`src/sv/tcaot_pkg.sv`:
```
`default_nettype none

package tcaot_pkg;

  localparam int WINDOW = 5;
  localparam int SAMPLE_W = 12;
  localparam int SLOT_W = (WINDOW > 1) ? $clog2(WINDOW) : 1;
  localparam int FILL_W = $clog2(WINDOW + 1);
  localparam int SUM_W = $clog2(WINDOW * ((1 << SAMPLE_W) - 1) + 1);
  localparam int STEP_W = $clog2(SUM_W + 1);
  localparam int CMP_W = 21;
  localparam int TEMP_SCALE = 330;
  localparam int SET_SCALE = 20;
  localparam int OFFSET_TERM = 266175;

  typedef struct packed {
    logic clear;
    logic accumulate;
    logic step;
  } ctl_t;

endpackage

`default_nettype wire

```
`src/sv/tcaot_in_if.sv`:
```
`default_nettype none

interface tcaot_in_if;
  logic valid;
  logic ready;
  logic [tcaot_pkg::SAMPLE_W-1:0] temperature_sample;
  logic [tcaot_pkg::SAMPLE_W-1:0] light_sample;
  logic [tcaot_pkg::SAMPLE_W-1:0] setpoint_sample;

  modport source (
    output valid, temperature_sample, light_sample, setpoint_sample,
    input ready
  );
  modport sink (
    input valid, temperature_sample, light_sample, setpoint_sample,
    output ready
  );
endinterface

`default_nettype wire

```
`src/sv/tcaot_out_if.sv`:
```
`default_nettype none

interface tcaot_out_if;
  logic valid;
  logic ready;
  logic [tcaot_pkg::SAMPLE_W-1:0] temperature_average;
  logic [tcaot_pkg::SAMPLE_W-1:0] light_average;
  logic [tcaot_pkg::SAMPLE_W-1:0] setpoint_average;
  logic over_setpoint;

  modport source (
    output valid, temperature_average, light_average, setpoint_average, over_setpoint,
    input ready
  );
  modport sink (
    input valid, temperature_average, light_average, setpoint_average, over_setpoint,
    output ready
  );
endinterface

`default_nettype wire

```
`src/sv/tcaot_ring.sv`:
```
`default_nettype none

module tcaot_ring #(
  parameter int WIDTH = 12,
  parameter int DEPTH = 5
) (
  input  wire logic                       clk,
  input  wire logic                       write,
  input  wire logic [$clog2(DEPTH)-1:0]   slot,
  input  wire logic [WIDTH-1:0]           wdata,
  input  wire logic [$clog2(DEPTH)-1:0]   idx,
  output logic      [WIDTH-1:0]           rdata
);

  logic [WIDTH-1:0] entry [DEPTH];

  always_ff @(posedge clk) begin
    if (write) begin
      entry[slot] <= wdata;
    end
    rdata <= entry[idx];
  end

endmodule

`default_nettype wire

```
`src/sv/tcaot_lane.sv`:
```
`default_nettype none

module tcaot_lane (
  input  wire logic                              clk,
  input  wire tcaot_pkg::ctl_t                   ctl,
  input  wire logic [tcaot_pkg::SAMPLE_W-1:0]    ring_data,
  input  wire logic [tcaot_pkg::FILL_W-1:0]      divisor,
  output logic      [tcaot_pkg::SAMPLE_W-1:0]    quotient
);

  logic [tcaot_pkg::SUM_W-1:0] acc;
  logic [tcaot_pkg::FILL_W-1:0] rem;
  logic [tcaot_pkg::FILL_W:0] trial;
  logic fits;

  assign trial = {rem, acc[tcaot_pkg::SUM_W-1]};
  assign fits = trial >= {1'b0, divisor};

  // Sum one entry a cycle, then restoring division one quotient bit a cycle.
  always_ff @(posedge clk) begin
    if (ctl.clear) begin
      acc <= '0;
      rem <= '0;
    end else if (ctl.accumulate) begin
      acc <= acc + tcaot_pkg::SUM_W'(ring_data);
    end else if (ctl.step) begin
      if (fits) begin
        rem <= tcaot_pkg::FILL_W'(trial - {1'b0, divisor});
        acc <= {acc[tcaot_pkg::SUM_W-2:0], 1'b1};
      end else begin
        rem <= trial[tcaot_pkg::FILL_W-1:0];
        acc <= {acc[tcaot_pkg::SUM_W-2:0], 1'b0};
      end
    end
  end

  assign quotient = acc[tcaot_pkg::SAMPLE_W-1:0];

endmodule

`default_nettype wire

```
`src/sv/three_channel_average_over_threshold.sv`:
```
// Each accepted word goes through the registered ring read, the serial sum over the
// filled ring entries and the 15-step bit-serial divider before its result word is
// loaded; no new word is taken until then, since the input is ready only in IDLE.
// A new word is taken while the previous result still waits in the output register.
// Reset clears write slot, fill count, sequencer and output valid; ring contents are
// not cleared and are read only after being written.
`default_nettype none

module three_channel_average_over_threshold (
  input  wire logic        clk,
  input  wire logic        rst,
  tcaot_in_if.sink         samples,
  tcaot_out_if.source      averages
);

  typedef enum logic [1:0] {
    IDLE,
    SUM,
    DIV,
    FINISH
  } state_t;

  state_t state;
  logic [tcaot_pkg::SLOT_W-1:0] slot;
  logic [tcaot_pkg::FILL_W-1:0] fill;
  logic [tcaot_pkg::SLOT_W-1:0] idx;
  logic [tcaot_pkg::STEP_W-1:0] cnt;
  logic rd_valid;
  logic out_valid;
  logic [tcaot_pkg::SAMPLE_W-1:0] t_out;
  logic [tcaot_pkg::SAMPLE_W-1:0] l_out;
  logic [tcaot_pkg::SAMPLE_W-1:0] s_out;
  logic over_out;

  logic accept;
  tcaot_pkg::ctl_t ctl;
  logic [tcaot_pkg::SAMPLE_W-1:0] t_rd, l_rd, s_rd;
  logic [tcaot_pkg::SAMPLE_W-1:0] t_q, l_q, s_q;
  logic [tcaot_pkg::CMP_W-1:0] lhs, rhs;

  assign accept = samples.valid && samples.ready;
  assign samples.ready = (state == IDLE);

  always_comb begin
    ctl = '0;
    ctl.clear = accept;
    ctl.accumulate = rd_valid;
    ctl.step = (state == DIV) && !rd_valid;
  end

  tcaot_ring #(.WIDTH(tcaot_pkg::SAMPLE_W), .DEPTH(tcaot_pkg::WINDOW)) u_t_ring (
    .clk(clk), .write(accept), .slot(slot), .wdata(samples.temperature_sample),
    .idx(idx), .rdata(t_rd)
  );
  tcaot_ring #(.WIDTH(tcaot_pkg::SAMPLE_W), .DEPTH(tcaot_pkg::WINDOW)) u_l_ring (
    .clk(clk), .write(accept), .slot(slot), .wdata(samples.light_sample),
    .idx(idx), .rdata(l_rd)
  );
  tcaot_ring #(.WIDTH(tcaot_pkg::SAMPLE_W), .DEPTH(tcaot_pkg::WINDOW)) u_s_ring (
    .clk(clk), .write(accept), .slot(slot), .wdata(samples.setpoint_sample),
    .idx(idx), .rdata(s_rd)
  );

  tcaot_lane u_t_lane (
    .clk(clk), .ctl(ctl), .ring_data(t_rd), .divisor(fill), .quotient(t_q)
  );
  tcaot_lane u_l_lane (
    .clk(clk), .ctl(ctl), .ring_data(l_rd), .divisor(fill), .quotient(l_q)
  );
  tcaot_lane u_s_lane (
    .clk(clk), .ctl(ctl), .ring_data(s_rd), .divisor(fill), .quotient(s_q)
  );

  assign lhs = tcaot_pkg::CMP_W'(t_q) * tcaot_pkg::CMP_W'(tcaot_pkg::TEMP_SCALE);
  assign rhs = tcaot_pkg::CMP_W'(s_q) * tcaot_pkg::CMP_W'(tcaot_pkg::SET_SCALE)
             + tcaot_pkg::CMP_W'(tcaot_pkg::OFFSET_TERM);

  always_ff @(posedge clk) begin
    if (rst) begin
      state <= IDLE;
      slot <= '0;
      fill <= '0;
      idx <= '0;
      cnt <= '0;
      rd_valid <= 1'b0;
      out_valid <= 1'b0;
    end else begin
      rd_valid <= (state == SUM);
      if (out_valid && averages.ready && (state != FINISH)) begin
        out_valid <= 1'b0;
      end
      case (state)
        IDLE: begin
          if (accept) begin
            if (fill != tcaot_pkg::FILL_W'(tcaot_pkg::WINDOW)) begin
              fill <= fill + 1'b1;
            end
            if (slot == tcaot_pkg::SLOT_W'(tcaot_pkg::WINDOW - 1)) begin
              slot <= '0;
            end else begin
              slot <= slot + 1'b1;
            end
            idx <= '0;
            state <= SUM;
          end
        end
        SUM: begin
          if (tcaot_pkg::FILL_W'(idx) + 1'b1 == fill) begin
            cnt <= tcaot_pkg::STEP_W'(tcaot_pkg::SUM_W);
            state <= DIV;
          end else begin
            idx <= idx + 1'b1;
          end
        end
        DIV: begin
          if (cnt == '0) begin
            state <= FINISH;
          end else begin
            cnt <= cnt - 1'b1;
          end
        end
        FINISH: begin
          if (!out_valid || averages.ready) begin
            t_out <= t_q;
            l_out <= l_q;
            s_out <= s_q;
            over_out <= lhs > rhs;
            out_valid <= 1'b1;
            state <= IDLE;
          end
        end
        default: begin
          state <= IDLE;
        end
      endcase
    end
  end

  assign averages.valid = out_valid;
  assign averages.temperature_average = t_out;
  assign averages.light_average = l_out;
  assign averages.setpoint_average = s_out;
  assign averages.over_setpoint = over_out;

`ifndef NO_ASSERTIONS
  a_fill_bound: assert property (@(posedge clk) disable iff (rst)
    fill <= tcaot_pkg::FILL_W'(tcaot_pkg::WINDOW))
    else $error("fill count above window");

  a_slot_bound: assert property (@(posedge clk) disable iff (rst)
    slot <= tcaot_pkg::SLOT_W'(tcaot_pkg::WINDOW - 1))
    else $error("write slot out of range");

  a_fill_grows: assert property (@(posedge clk) disable iff (rst)
    accept |=> (fill == $past(fill) + 1'b1) || (fill == tcaot_pkg::FILL_W'(tcaot_pkg::WINDOW)))
    else $error("fill count did not advance");

  a_result_source: assert property (@(posedge clk) disable iff (rst)
    $rose(out_valid) |-> $past(state) == FINISH)
    else $error("result word loaded outside finish");
`endif

endmodule

`default_nettype wire
```
`src/flat_wrapper.sv`:
```
// flat-port wrapper written by rule: the top's interface ports become plain ports
module three_channel_average_over_threshold_flat 
  (clk, rst, samples_valid, samples_temperature_sample, samples_light_sample, samples_setpoint_sample, samples_ready, averages_valid, averages_temperature_average, averages_light_average, averages_setpoint_average, averages_over_setpoint, averages_ready);
  tcaot_in_if samples_i ();
  tcaot_out_if averages_i ();
  input  wire logic clk;
  input  wire logic rst;
  input wire logic [$bits(samples_i.valid)-1:0] samples_valid;
  input wire logic [$bits(samples_i.temperature_sample)-1:0] samples_temperature_sample;
  input wire logic [$bits(samples_i.light_sample)-1:0] samples_light_sample;
  input wire logic [$bits(samples_i.setpoint_sample)-1:0] samples_setpoint_sample;
  output wire logic [$bits(samples_i.ready)-1:0] samples_ready;
  output wire logic [$bits(averages_i.valid)-1:0] averages_valid;
  output wire logic [$bits(averages_i.temperature_average)-1:0] averages_temperature_average;
  output wire logic [$bits(averages_i.light_average)-1:0] averages_light_average;
  output wire logic [$bits(averages_i.setpoint_average)-1:0] averages_setpoint_average;
  output wire logic [$bits(averages_i.over_setpoint)-1:0] averages_over_setpoint;
  input wire logic [$bits(averages_i.ready)-1:0] averages_ready;
  assign samples_i.valid = samples_valid;
  assign samples_i.temperature_sample = samples_temperature_sample;
  assign samples_i.light_sample = samples_light_sample;
  assign samples_i.setpoint_sample = samples_setpoint_sample;
  assign samples_ready = samples_i.ready;
  assign averages_valid = averages_i.valid;
  assign averages_temperature_average = averages_i.temperature_average;
  assign averages_light_average = averages_i.light_average;
  assign averages_setpoint_average = averages_i.setpoint_average;
  assign averages_over_setpoint = averages_i.over_setpoint;
  assign averages_i.ready = averages_ready;
  three_channel_average_over_threshold u_core (.clk(clk), .rst(rst), .samples(samples_i), .averages(averages_i));
endmodule
```
`config.mk`:
```
export PLATFORM = sky130hd
export DESIGN_NAME = three_channel_average_over_threshold_flat
export DESIGN_NICKNAME = d
export VERILOG_FILES = /design/src/sv/tcaot_pkg.sv /design/src/sv/tcaot_in_if.sv /design/src/sv/tcaot_out_if.sv /design/src/sv/tcaot_ring.sv /design/src/sv/tcaot_lane.sv /design/src/sv/three_channel_average_over_threshold.sv /design/src/flat_wrapper.sv
export SDC_FILE = /design/constraint.sdc
export NUM_CORES = 1
export LEC_CHECK = 0
export BUFFER_PORTS_ARGS = -buffer_cell sky130_fd_sc_hd__buf_2
export CORE_MARGIN = 4
export CORE_UTILIZATION = 59
export DETAILED_ROUTE_END_ITERATION = 8
export GPL_TIMING_DRIVEN = 0
export PLACE_DENSITY = 0.84
export SYNTH_ARGS = -nofsm -noshare
export SYNTH_HDL_FRONTEND = slang
export SYNTH_SLANG_ARGS = --single-unit
```
`constraint.sdc`:
```
create_clock -name clk -period 7.4 [get_ports clk]
set_clock_uncertainty 0.2 [all_clocks]
set_input_delay 2.22 -clock clk [delete_from_list [all_inputs] [get_ports clk]]
set_output_delay 2.22 -clock clk [all_outputs]
set_load 0.03 [all_outputs]
```
==> results_dict.tcl, run 1 <==
set metrics [dict create \
    r2r-end "u_core.averages.over_setpoint$_DFFE_PP_" \
    cts_resized 0 \
    dr.pass1.iters 5 \
    rr_worst_depth 18 \
    nFillCells 1834 \
    synth_xor_area_frac 0.03084 \
    grt_max_degree 31 \
    hold_viol 0 \
    finalSetupViolCount 0 \
    drt-vias-per-instance 6.033 \
    grt_util_met1 0.3162 \
    use_met3 0.04067 \
    place_ws_ps 2193 \
    crit_chain "ha_1 -> fa_1 -> fa_1 -> ha_1 -> ha_1 -> a21oi_1 -> or4b_1 -> nand4_1 -> nand2_1 -> xor2_1 -> ha_1 -> a21oi_1 -> nor2b_1 -> o21ai_0 -> nand2b_1 -> a21oi_1 -> o31a_1 -> o22ai_1" \
    yosysWarnings 0 \
    finalCritPeriodShare 0.7133 \
    grt-busiest-layer "met2" \
    cp_common_cell "ha_1" \
    placed_cell_area_sq_um 17490 \
    crit_buf_inv 0 \
    design_area_sq_um 18680 \
    antenna_found_initial 2 \
    fp-row-count 60 \
    ys_dominant_reg_cell "edfxtp_1" \
    grtUsageMet2 0.4101 \
    fin_cells 1820 \
    drt-total-wl_microns 36290 \
    ys_top_cells_by_area "edfxtp_1, dfxtp_1, ha_1, mux4_2, mux2_2" \
    cp-end-kind "register" \
    fmax_mhz 189.4 \
    synth.largest_area_cell "edfxtp_1" \
    antenna_left 0 \
    cts_tree "yes" \
    hold_start "u_core.u_s_lane.rem[2]$_SDFFE_PP0P_" \
    syn_nets 1486 \
    finalSetupTns_ps 0 \
    p_per_area_nw_per_um2 443.9 \
    path_max_fanout 7 \
    ys_ff_latch 324 \
    initialDrtViolationCount 905 \
    io_pins 79 \
    rsz0062_at_grt "false" \
    place_inst 1756 \
    yosysTopAreaCellShare 0.3986 \
    slew_headroom 0.2657 \
    yosysUniqueCellTypes 68 \
    drv_slew 0 \
    synth_adder_area_share 0.1367 \
    hp-class "register to register" \
    status "finished, final reports clean" \
    synthToLayoutAreaGrowth_pct 14.28 \
    floorplan.initialDensity 0.6033 \
    reg2reg_from "u_core.u_t_lane.acc[3]$_SDFFE_PP0P_" \
    dieArea_sq_um 30440 \
    synthSimpleGateAreaFrac 0.07722 \
    vias 10980 \
    coreArea_sq_um 27100 \
    place.port_buffers 77 \
    worst_pin_slew_ps 1092 \
    clkTransAtPathRegs_ps 60 \
    fp.dieH_microns 174.5 \
    fin_ws_ps 2121 \
    synth_edf_count 217 \
    synth-compound-area-share 0.1140 \
    first_global_vias 10990 \
    post_cts_buffers 0 \
    holdBufCountCts 0 \
    clkSinkCount 324 \
    gp_congestion 0.9715 \
    wl_per_cell_microns 19.94 \
    synth_top_family_by_area "adder cells" \
    arrival_ps 5340 \
    drc_errors 0 \
    hpwlAfterDp_microns 26100 \
    die_x_microns 174.5 \
    final_layout_size_suffix_gt1_frac 0.1797 \
    period_minus_slack_ps 5279 \
    synthCells 1280 \
    p_leak_nw 7.285 \
    grt_overflow 0 \
    synthMuxAreaShare 0.08740 \
    grt_pass1_wl_microns 58600 \
    finalNetCount 1627 \
    cp_top_family "adder cells" \
    slowest_delay_ps 600 \
    worstSetupStartpointType "register" \
    cp_slowest_cell "dfxtp_1" \
    drv_cap 0 \
    required_ps 7470 \
    numCtsBuffers 35 \
    critPathKind "register to register" \
    synth_area_per_cell_sq_um 12.77 \
    min_to "u_core.u_s_lane.rem[2]$_SDFFE_PP0P_" \
    worstSkewPairLatency_ps 530 \
    grt_use_total 0.2391 \
    htreeDepth 2 \
    async_flop_share 0 \
    cts_buffer_depth 3 \
    ys_seq_area_frac 0.5296 \
    r2r_setup_slack_ps 2120 \
    utilization 0.6894 \
    synth_area_sq_um 16350 \
    vdd.ir_drop.worst_uv 238.3 \
    hold_path_depth 2 \
    cts_root_buf "clkbuf_16" \
]
==> sequential cells by signal, summed over array words and instances, names as in the netlist, 12 cells and up <==
signal / flops
u_core.u_l_ring.entry: 60
u_core.u_l_lane.acc: 15
u_core.averages.setpoint_average: 12
u_core.u_t_ring.entry: 60
u_core.u_t_ring.rdata: 12
u_core.averages.light_average: 12
u_core.u_t_lane.acc: 15
u_core.averages.temperature_average: 12
u_core.u_s_lane.acc: 15
u_core.u_s_ring.entry: 60
u_core.u_l_ring.rdata: 12
u_core.u_s_ring.rdata: 12
==> cell usage after synthesis (10+ instances only) <==
master,n
a21oi_1,69
nor3_1,19
a211oi_1,55
inv_1,59
nand3_1,13
clkbuf_1,32
ha_1,145
xor2_1,30
mux4_2,36
mux2_2,46
xnor2_1,25
buf_1,10
nor2_1,68
nand2b_1,13
mux2i_1,10
nor2b_1,31
dfxtp_1,107
fa_1,21
nor4_1,13
o21ai_0,64
a21o_1,18
edfxtp_1,217
nand2_1,60
==> routing by layer <==
metal / wire, microns / up-vias
li1: - / 5158
met1: 14900 / 5352
met2: 18010 / 386
met3: 2433 / 82
met4: 924 / 2
met5: 19 / -
==> placed cells by master, fill, tap and decap left out, drive strengths merged, types with 5 or more instances in the layout <==
cell type    n
a21oi       69
clkinv      10
nor2        68
o21bai       5
a31o         5
xnor2       25
nand3       13
mux2        46
bufinv       6
mux4        36
o211ai       6
or3          6
mux2i       10
nor4        13
xor2        30
o2111ai      5
nor3b        5
dfxtp      107
inv         64
a21o        18
nand2b      13
o21ai       64
nor3        19
edfxtp     217
buf        117
a21boi       5
nor2b       32
ha         145
o21a         9
and3         7
o31ai        5
nand2       60
fa          21
a211oi      55
clkbuf      70
==> power breakdown <==
part	switching (mW)	internal (mW)	total (mW)
Clock	0.724	1.09	1.81
Sequential	0.317	2.29	2.61
Combinational	2.19	1.68	3.87
Total	3.23	5.06	8.29
==> worst max path at each step <==
stage                                              startpoint                                      end  slack (ps)  depth (start not counted)
after floorplan                                 samples_valid    u_core.u_l_ring.entry[0][0]$_DFFE_PP_         560                          4
after global placement                          samples_valid    u_core.u_t_ring.entry[1][7]$_DFFE_PP_       -2510                          5
after detailed placement  u_core.u_t_lane.acc[1]$_SDFFE_PP0P_  u_core.averages.over_setpoint$_DFFE_PP_        2190                         19
after CTS                 u_core.u_t_lane.acc[2]$_SDFFE_PP0P_  u_core.averages.over_setpoint$_DFFE_PP_        2170                         19
after global routing      u_core.u_t_lane.acc[3]$_SDFFE_PP0P_  u_core.averages.over_setpoint$_DFFE_PP_        1960                         19
final                     u_core.u_t_lane.acc[3]$_SDFFE_PP0P_  u_core.averages.over_setpoint$_DFFE_PP_        2120                         18
==> logic make-up (layout without fill, tap and decap cells) <==
kind of cell | after synthesis | after routing
other | 1 | 2
muxes | 92 | 92
adders and majority gates | 166 | 166
buffers and inverters | 104 | 271
DFF | 324 | 324
xor gates and xnor gates | 56 | 56
and+or+nand+nor | 253 | 253
AOI/OAI and AO/OA | 284 | 284
==> worst reg2reg max path, stage by stage, from the launching register on <==
cell	delay [ps]
dfxtp_1	600
ha_1	370
fa_1	540
fa_1	420
ha_1	310
ha_1	340
a21oi_1	180
or4b_1	540
nand4_1	140
nand2_1	70
xor2_1	150
ha_1	310
a21oi_1	160
nor2b_1	60
o21ai_0	150
nand2b_1	80
a21oi_1	150
o31a_1	170
o22ai_1	90
==> final cells by class <==
class / count / area [sq um] / area share
Clock buffer: 38 / 887.1 / 0.04748
Timing Repair Buffer: 104 / 641.9 / 0.03435
Buffer: 45 / 172.7 / 0.009241
Multi-Input combinational cell: 852 / 7328 / 0.3922
Clock inverter: 25 / 306.5 / 0.01641
Sequential cell: 324 / 8658 / 0.4634
Tap cell: 372 / 465.4 / 0.02491
Inverter: 59 / 221.5 / 0.01185
Antenna cell: 1 / 2.502 / 0.0001339
==> stage by stage <==
stage	hold slack (ps)	power, mW
2_1_floorplan	232.3	5.471
5_1_grt	292.9	8.941
3_3_place_gp	241.1	6.252
4_1_cts	260.7	8.297
6_report	256.4	8.293
3_5_place_dp	252.4	6.439
(Power assumes the default switching activity.)
==> run 2: changes to the inputs <==
--- a/config.mk
+++ b/config.mk
@@ -5,6 +5,7 @@
 export SDC_FILE = /design/constraint.sdc
 export NUM_CORES = 1
 export LEC_CHECK = 0
+export ABC_AREA = 1
 export BUFFER_PORTS_ARGS = -buffer_cell sky130_fd_sc_hd__buf_2
 export CORE_MARGIN = 4
 export CORE_UTILIZATION = 59
==> constraint.sdc (replaced) <==
create_clock -name clk -period 5 [get_ports clk]
set_clock_uncertainty 0.2 [all_clocks]
set_input_delay 1.5 -clock clk [delete_from_list [all_inputs] [get_ports clk]]
set_output_delay 1.5 -clock clk [all_outputs]
set_load 0.03 [all_outputs]
==> results_dict.tcl, run 2 <==
set metrics [dict create \
    status "finished, final reports clean" \
    synth_edf_count 217 \
    ys_ff_latch 324 \
    synth_common_cells "nand2_1, nor2_1, edfxtp_1, inv_1, ha_1" \
    cp_common_cell "nand2_1" \
    final_layout_size_suffix_gt1_frac 0.1029 \
    drc_errors 0 \
    first_global_vias 13250 \
    synthCells 1844 \
    cp_slowest_cell "fa_1" \
    ys_seq_area_frac 0.5070 \
    vdd.ir_drop.worst_uv 460.3 \
    htreeDepth 2 \
    hold_viol 0 \
    die_x_microns 178.1 \
    crit_buf_inv 2 \
    synth_area_per_cell_sq_um 9.261 \
    synthToLayoutAreaGrowth_pct 13.11 \
    arrival_ps 4720 \
    finalSetupViolCount 0 \
    synthMuxAreaShare 0 \
    drv_slew 0 \
    drt-total-wl_microns 40750 \
    slew_headroom 0.4934 \
    period_minus_slack_ps 4650 \
    numCtsBuffers 35 \
    cp_top_family "adder cells" \
    drt-vias-per-instance 5.740 \
    worstSkewPairLatency_ps 520 \
    fp.dieH_microns 178.1 \
    coreArea_sq_um 28630 \
    rsz0062_at_grt "false" \
    fp-row-count 62 \
    drv_cap 0 \
    n_antenna_cell 0 \
    synth.largest_area_cell "edfxtp_1" \
    p_leak_nw 8.323 \
    antenna_found_initial 4 \
    gp_congestion 0.9371 \
    antenna_left 0 \
    finalCritPeriodShare 0.9300 \
    dr.pass1.iters 5 \
    design_area_sq_um 19320 \
    post_cts_buffers 0 \
    holdBufCountCts 0 \
    synthSimpleGateAreaFrac 0.1803 \
    layout_commonest_cell "nand2_1" \
    synth_adder_area_share 0.1309 \
    synth_top_family_by_area "simple AND/OR/NAND/NOR gates" \
    yosysUniqueCellTypes 44 \
    grt_use_total 0.2575 \
    synth-compound-area-share 0.1103 \
    grt_max_degree 32 \
    ys_dominant_reg_cell "edfxtp_1" \
    whs_ps 273.6 \
    io_pins 79 \
    cts_root_buf "clkbuf_16" \
    clkTransAtPathRegs_ps 60 \
    worst_pin_slew_ps 759.9 \
    ys_top_cells_by_area "edfxtp_1, dfxtp_1, ha_1, nand2_1, nor2_1" \
    syn_nets 2050 \
    synth_xor_area_frac 0.01429 \
    top_regs "u_core.u_l_ring.entry (60), u_core.u_s_ring.entry (60), u_core.u_t_ring.entry (60)" \
    placed_cell_area_sq_um 18140 \
    synth_area_sq_um 17080 \
    place.port_buffers 77 \
    grt_overflow 0 \
    grt_pass1_wl_microns 65410 \
    p_per_area_nw_per_um2 584.0 \
    vias 13640 \
    cp-end-kind "register" \
    place_ws_ps 210.8 \
    cts_tree "yes" \
    dieArea_sq_um 31730 \
    fmax_mhz 215.1 \
    synth_most_common_cell "nand2_1" \
    clkSinkCount 324 \
    fin_ws_ps 350.2 \
    crit_chain "ha_1 -> fa_1 -> fa_1 -> ha_1 -> ha_1 -> nand2_1 -> inv_1 -> nand2_1 -> nand3_1 -> nand2_1 -> nand2_1 -> a21oi_1 -> xor2_1 -> ha_1 -> inv_1 -> nor3_1 -> nor3_1 -> nand2_1 -> nand2_1 -> nand2_1 -> nand2_1 -> nand3_1" \
    initialDrtViolationCount 1276 \
    worstSetupStartpointType "register" \
    yosysWarnings 0 \
    nFillCells 2119 \
    finalNetCount 2171 \
    path_max_fanout 7 \
    floorplan.initialDensity 0.5966 \
    critPathKind "register to register" \
    yosysTopAreaCellShare 0.3816 \
    layout_common_cells "nand2_1, nor2_1, edfxtp_1, inv_1, ha_1" \
    wl_per_cell_microns 17.15 \
    async_flop_share 0 \
    hpwlAfterDp_microns 29090 \
    hp-class "register to register" \
    required_ps 5070 \
    slowest_delay_ps 550 \
    cts_buffer_depth 3 \
]
## run 2: cell types whose count changed in the layout (fill, tap and decap cells not counted), sizes merged, moves of 45 or more
cell and delta:
nand2 +276, nor2 +180, inv +137, nand3 +76, o21ai +57, a211oi -55
a31oi +53, mux2 -46, a21oi +45
## run 2: cell type report
cell class,count,area [sq um],share of cell area
inverter,200,750.7,0.03887
tap,384,480.5,0.02487
buffer,51,224.0,0.01159
timing repair buffer,84,535.5,0.02772
clock buffer,48,1006,0.05208
multi-input combinational,1269,7493,0.3879
clock inverter,16,165.2,0.008550
sequential,324,8661,0.4484
## run 2: worst reg2reg max path, stage by stage (launching register included)
cell and delay, ps:
dfxtp_2 440, ha_1 310, fa_1 550, fa_1 430, ha_1 310, ha_1 360, nand2_1 110, inv_1 40
nand2_1 50, nand3_1 170, nand2_1 100, nand2_1 110, a21oi_1 180, xor2_1 210, ha_1 270, inv_1 80
nor3_1 50, nor3_1 120, nand2_1 90, nand2_1 60, nand2_1 40, nand2_1 50, nand3_1 50
## run 2: logic make-up (layout without fill, tap and decap cells)
kind of cell               after synthesis  in the layout
adders and majority gates              166            166
and+or+nand+nor                        734            734
other                                    1              1
DFF                                    324            324
xor gates and xnor gates                27             27
AOI/OAI and AO/OA                      341            341
buffers and inverters                  251            399
## run 2: per-layer routing
layer / share of wire / global-route usage / vias up / routed length (microns)
met4: 0.029 / 0.08282 / 8 / 1193
met1: 0.41 / 0.3267 / 6375 / 16600
met2: 0.49 / 0.4556 / 571 / 20160
met3: 0.068 / 0.03688 / 102 / 2755
met5: 0.0011 / 0 / - / 46
li1: - / - / 6582 / -
## run 2: stage by stage
step	TNS (ps)	utilization	instances	total power [mW]
floorplan	0	-	1844	7.227
global placement	-70170	0.6270	2305	8.317
detailed placement	0	0.6338	2312	8.578
CTS	0	0.6747	2376	11.23
global route	0	0.6748	2376	12.10
finish	0	0.6748	2376	11.28
## run 2: timing repair
action / 4_1_cts / 5_1_grt
hold endpoints to repair: 0 / 0
endpoints found under the setup margin: 0 / 1
gates resized for setup: 0 / 2
## run 2: path summary, 6_finish.rpt
check                                                         start                                         end  slack, ps  cells past startpoint
worst max-delay path            u_core.u_t_lane.acc[3]$_SDFFE_PP0P_     u_core.averages.over_setpoint$_DFFE_PP_        350                     22
worst min-delay path            u_core.u_l_lane.acc[7]$_SDFFE_PP0P_  u_core.averages.light_average[7]$_DFFE_PP_        270                      0
worst max register to register  u_core.u_t_lane.acc[3]$_SDFFE_PP0P_     u_core.averages.over_setpoint$_DFFE_PP_        350                     22
worst min register to register  u_core.u_l_lane.acc[7]$_SDFFE_PP0P_  u_core.averages.light_average[7]$_DFFE_PP_        270                      0
## run 2: power breakdown
part	leakage [nW]	switching (mW)	internal (mW)
sequential	2.86	0.383	3.36
combinational	4.88	3.17	1.74
clock	0.580	1.05	1.57
total	8.32	4.61	6.67
==> run 3: changes to the inputs <==
--- a/config.mk
+++ b/config.mk
@@ -5,9 +5,8 @@
 export SDC_FILE = /design/constraint.sdc
 export NUM_CORES = 1
 export LEC_CHECK = 0
-export ABC_AREA = 1
 export BUFFER_PORTS_ARGS = -buffer_cell sky130_fd_sc_hd__buf_2
-export CORE_MARGIN = 4
+export CORE_MARGIN = 5
 export CORE_UTILIZATION = 59
 export DETAILED_ROUTE_END_ITERATION = 8
 export GPL_TIMING_DRIVEN = 0
==> constraint.sdc (replaced) <==
create_clock -name clk -period 5.05 [get_ports clk]
set_clock_uncertainty 0.2 [all_clocks]
set_input_delay 1.515 -clock clk [delete_from_list [all_inputs] [get_ports clk]]
set_output_delay 1.515 -clock clk [all_outputs]
set_load 0.03 [all_outputs]
==> results_dict.tcl, run 3 (synthesis results as in run 1) <==
set metrics [dict create \
    status "finished, final reports clean" \
    cts_buffer_depth 3 \
    layout_commonest_cell "edfxtp_1" \
    clkTransAtPathRegs_ps 60 \
    first_global_vias 11220 \
    slew_headroom 0.3632 \
    place_inst 1762 \
    p_leak_nw 7.254 \
    holdBufCountCts 0 \
    fmax_mhz 206.2 \
    drt-vias-per-instance 6.028 \
    required_ps 5110 \
    clkSinkCount 324 \
    cts_root_buf "clkbuf_16" \
    grt_use_total 0.2346 \
    reg2reg_from "u_core.u_t_lane.acc[0]$_SDFFE_PP0P_" \
    slowest_delay_ps 560 \
    critPathKind "register to register" \
    hp-class "register to register" \
    initialDrtViolationCount 872 \
    final_layout_size_suffix_gt1_frac 0.1852 \
    drv_slew 0 \
    io_pins 79 \
    htreeDepth 2 \
    synthToLayoutAreaGrowth_pct 14.28 \
    netSwitchingFraction 0.3930 \
    cp-startpoint "u_core.u_t_lane.acc[0]$_SDFFE_PP0P_" \
    hold_path_depth 2 \
    dieArea_sq_um 31140 \
    dr.pass1.iters 7 \
    pwr-share-seq 0.318 \
    die_x_microns 176.5 \
    gp_congestion 0.9693 \
    worstSkewPairLatency_ps 520 \
    n_antenna_cell 0 \
    fp.dieH_microns 176.5 \
    worstSetupStartpointType "register" \
    wl_per_cell_microns 19.91 \
    rr_worst_depth 19 \
    path_max_fanout 6 \
    place.port_buffers 77 \
    drc_errors 0 \
    numCtsBuffers 34 \
    fin_cells 1825 \
    hold_start "u_core.u_s_lane.rem[2]$_SDFFE_PP0P_" \
    hpwlAfterDp_microns 26090 \
    cts_tree "yes" \
    crit_buf_inv 0 \
    hold_viol 0 \
    vias 11000 \
    arrival_ps 4910 \
    fp-row-count 61 \
    vdd.ir_drop.worst_uv 322.7 \
    crit_chain "ha_1 -> ha_1 -> fa_1 -> ha_4 -> ha_4 -> a21o_1 -> a21oi_2 -> or4b_4 -> nand4_1 -> nand2_1 -> xor2_1 -> ha_1 -> a21oi_1 -> nor2b_1 -> o21ai_1 -> nand2b_1 -> a21oi_1 -> o31a_1 -> o22ai_1" \
    cp_top_family "adder cells" \
    nFillCells 1844 \
    place_ws_ps -172.8 \
    cp-end-kind "register" \
    antenna_found_initial 1 \
    grt_overflow 0 \
    worst_pin_slew_ps 955.1 \
    path_depth 19 \
    finalSetupViolCount 0 \
    p_comb_frac 0.483 \
    clkPwrFrac 0.200 \
    layout_common_cells "edfxtp_1, ha_1, dfxtp_1, buf_2" \
    finalCritPeriodShare 0.9601 \
    drt-total-wl_microns 36330 \
    finalNetCount 1627 \
    grt_max_degree 20 \
    drv_cap 0 \
    coreArea_sq_um 27550 \
    switchingPower_mw 4.741 \
    p_int_mw 7.323 \
    top_regs "u_core.u_l_ring.entry (60), u_core.u_s_ring.entry (60), u_core.u_t_ring.entry (60)" \
    cp_slowest_cell "fa_1" \
    fin_ws_ps 201.3 \
    cp_common_cell "ha_1" \
    period_minus_slack_ps 4849 \
    p_per_area_nw_per_um2 645.7 \
    antenna_left 0 \
    floorplan.initialDensity 0.5934 \
    grt_pass1_wl_microns 58410 \
]
==> run 3: changes by cell type in the layout (fill, tap and decap cells not counted), moves of 46 or more <==
| cell | before | now |
|---|---|---|
| inv_1 | 191 | 59 |
| o21ai_0 | 115 | 63 |
| mux2_2 | 0 | 46 |
| nor2_1 | 238 | 68 |
| nand3_1 | 86 | 13 |
| a211oi_1 | 0 | 55 |
| nand2_1 | 329 | 60 |
| a31oi_1 | 57 | 4 |
==> run 3: metrics by stage <==
stage / power (mW) / setup TNS [ps] / hold WS (ps) / instance area (sq um) / utilization
after floorplan: 8.017 / -155670 / 232.3 / 16350 / -
after detailed placement: 9.433 / -172.8 / 249.0 / 17530 / 0.6362
after CTS: 11.95 / 0 / 259.0 / 18630 / 0.6762
final: 12.06 / 0 / 263.5 / 18680 / 0.6781
after global placement: 9.158 / -591840 / 241.5 / 17210 / 0.6247
after global routing: 13.02 / -23.42 / 296.4 / 18680 / 0.6781
==> run 3: cell type report <==
class	count	area [sq um]	share of cell area
clock inverters	14	111.4	0.005960
plain buffers	45	172.7	0.009241
clock buffers	48	964.7	0.05163
repair buffers	105	675.6	0.03616
multi-input cells	852	7392	0.3956
flip-flops and latches	324	8673	0.4642
inverters	59	221.5	0.01185
well taps	378	473.0	0.02531
==> run 3: worst paths after layout <==
check | end | slack (ps)
worst max-delay path | u_core.averages.over_setpoint$_DFFE_PP_ | 200
worst min-delay path | u_core.u_s_lane.rem[2]$_SDFFE_PP0P_ | 260
worst max register to register | u_core.averages.over_setpoint$_DFFE_PP_ | 200
worst min register to register | u_core.u_s_lane.rem[2]$_SDFFE_PP0P_ | 260
==> run 3: per-layer routing <==
| layer | track usage | vias up | share of wire |
|---|---|---|---|
| met5 | 0 | - | 0.00019 |
| met4 | 0.07672 | 2 | 0.025 |
| met3 | 0.04304 | 79 | 0.075 |
| met2 | 0.4175 | 415 | 0.51 |
| met1 | 0.2909 | 5367 | 0.39 |
| li1 | - | 5138 | - |
==> run 3: power groups by stage <==
stage	clock network, mW	logic (mW)	registers (mW)
floorplan	0	4.31	3.71
global placement	0	5.29	3.87
detailed placement	0	5.58	3.86
CTS	2.43	5.70	3.81
global route	2.57	6.58	3.87
finish	2.41	5.82	3.83
==> run 3: what timing repair did <==
action / CTS / global route
pin swaps: 0 / 2
setup buffers: 0 / 1
gates resized for setup: 8 / 8
cloned: 0 / 0
endpoints found under the setup margin: 1 / 1
==> run 3: worst register-to-register path, delay by kind of cell (launching register included) <==
| kind | cells | cell delay, ps |
|---|---|---|
| compound gates | 7 | 1050 |
| xor+xnor | 1 | 160 |
| fa+ha+maj | 6 | 1980 |
| flops | 1 | 380 |
| simple gates | 5 | 820 |
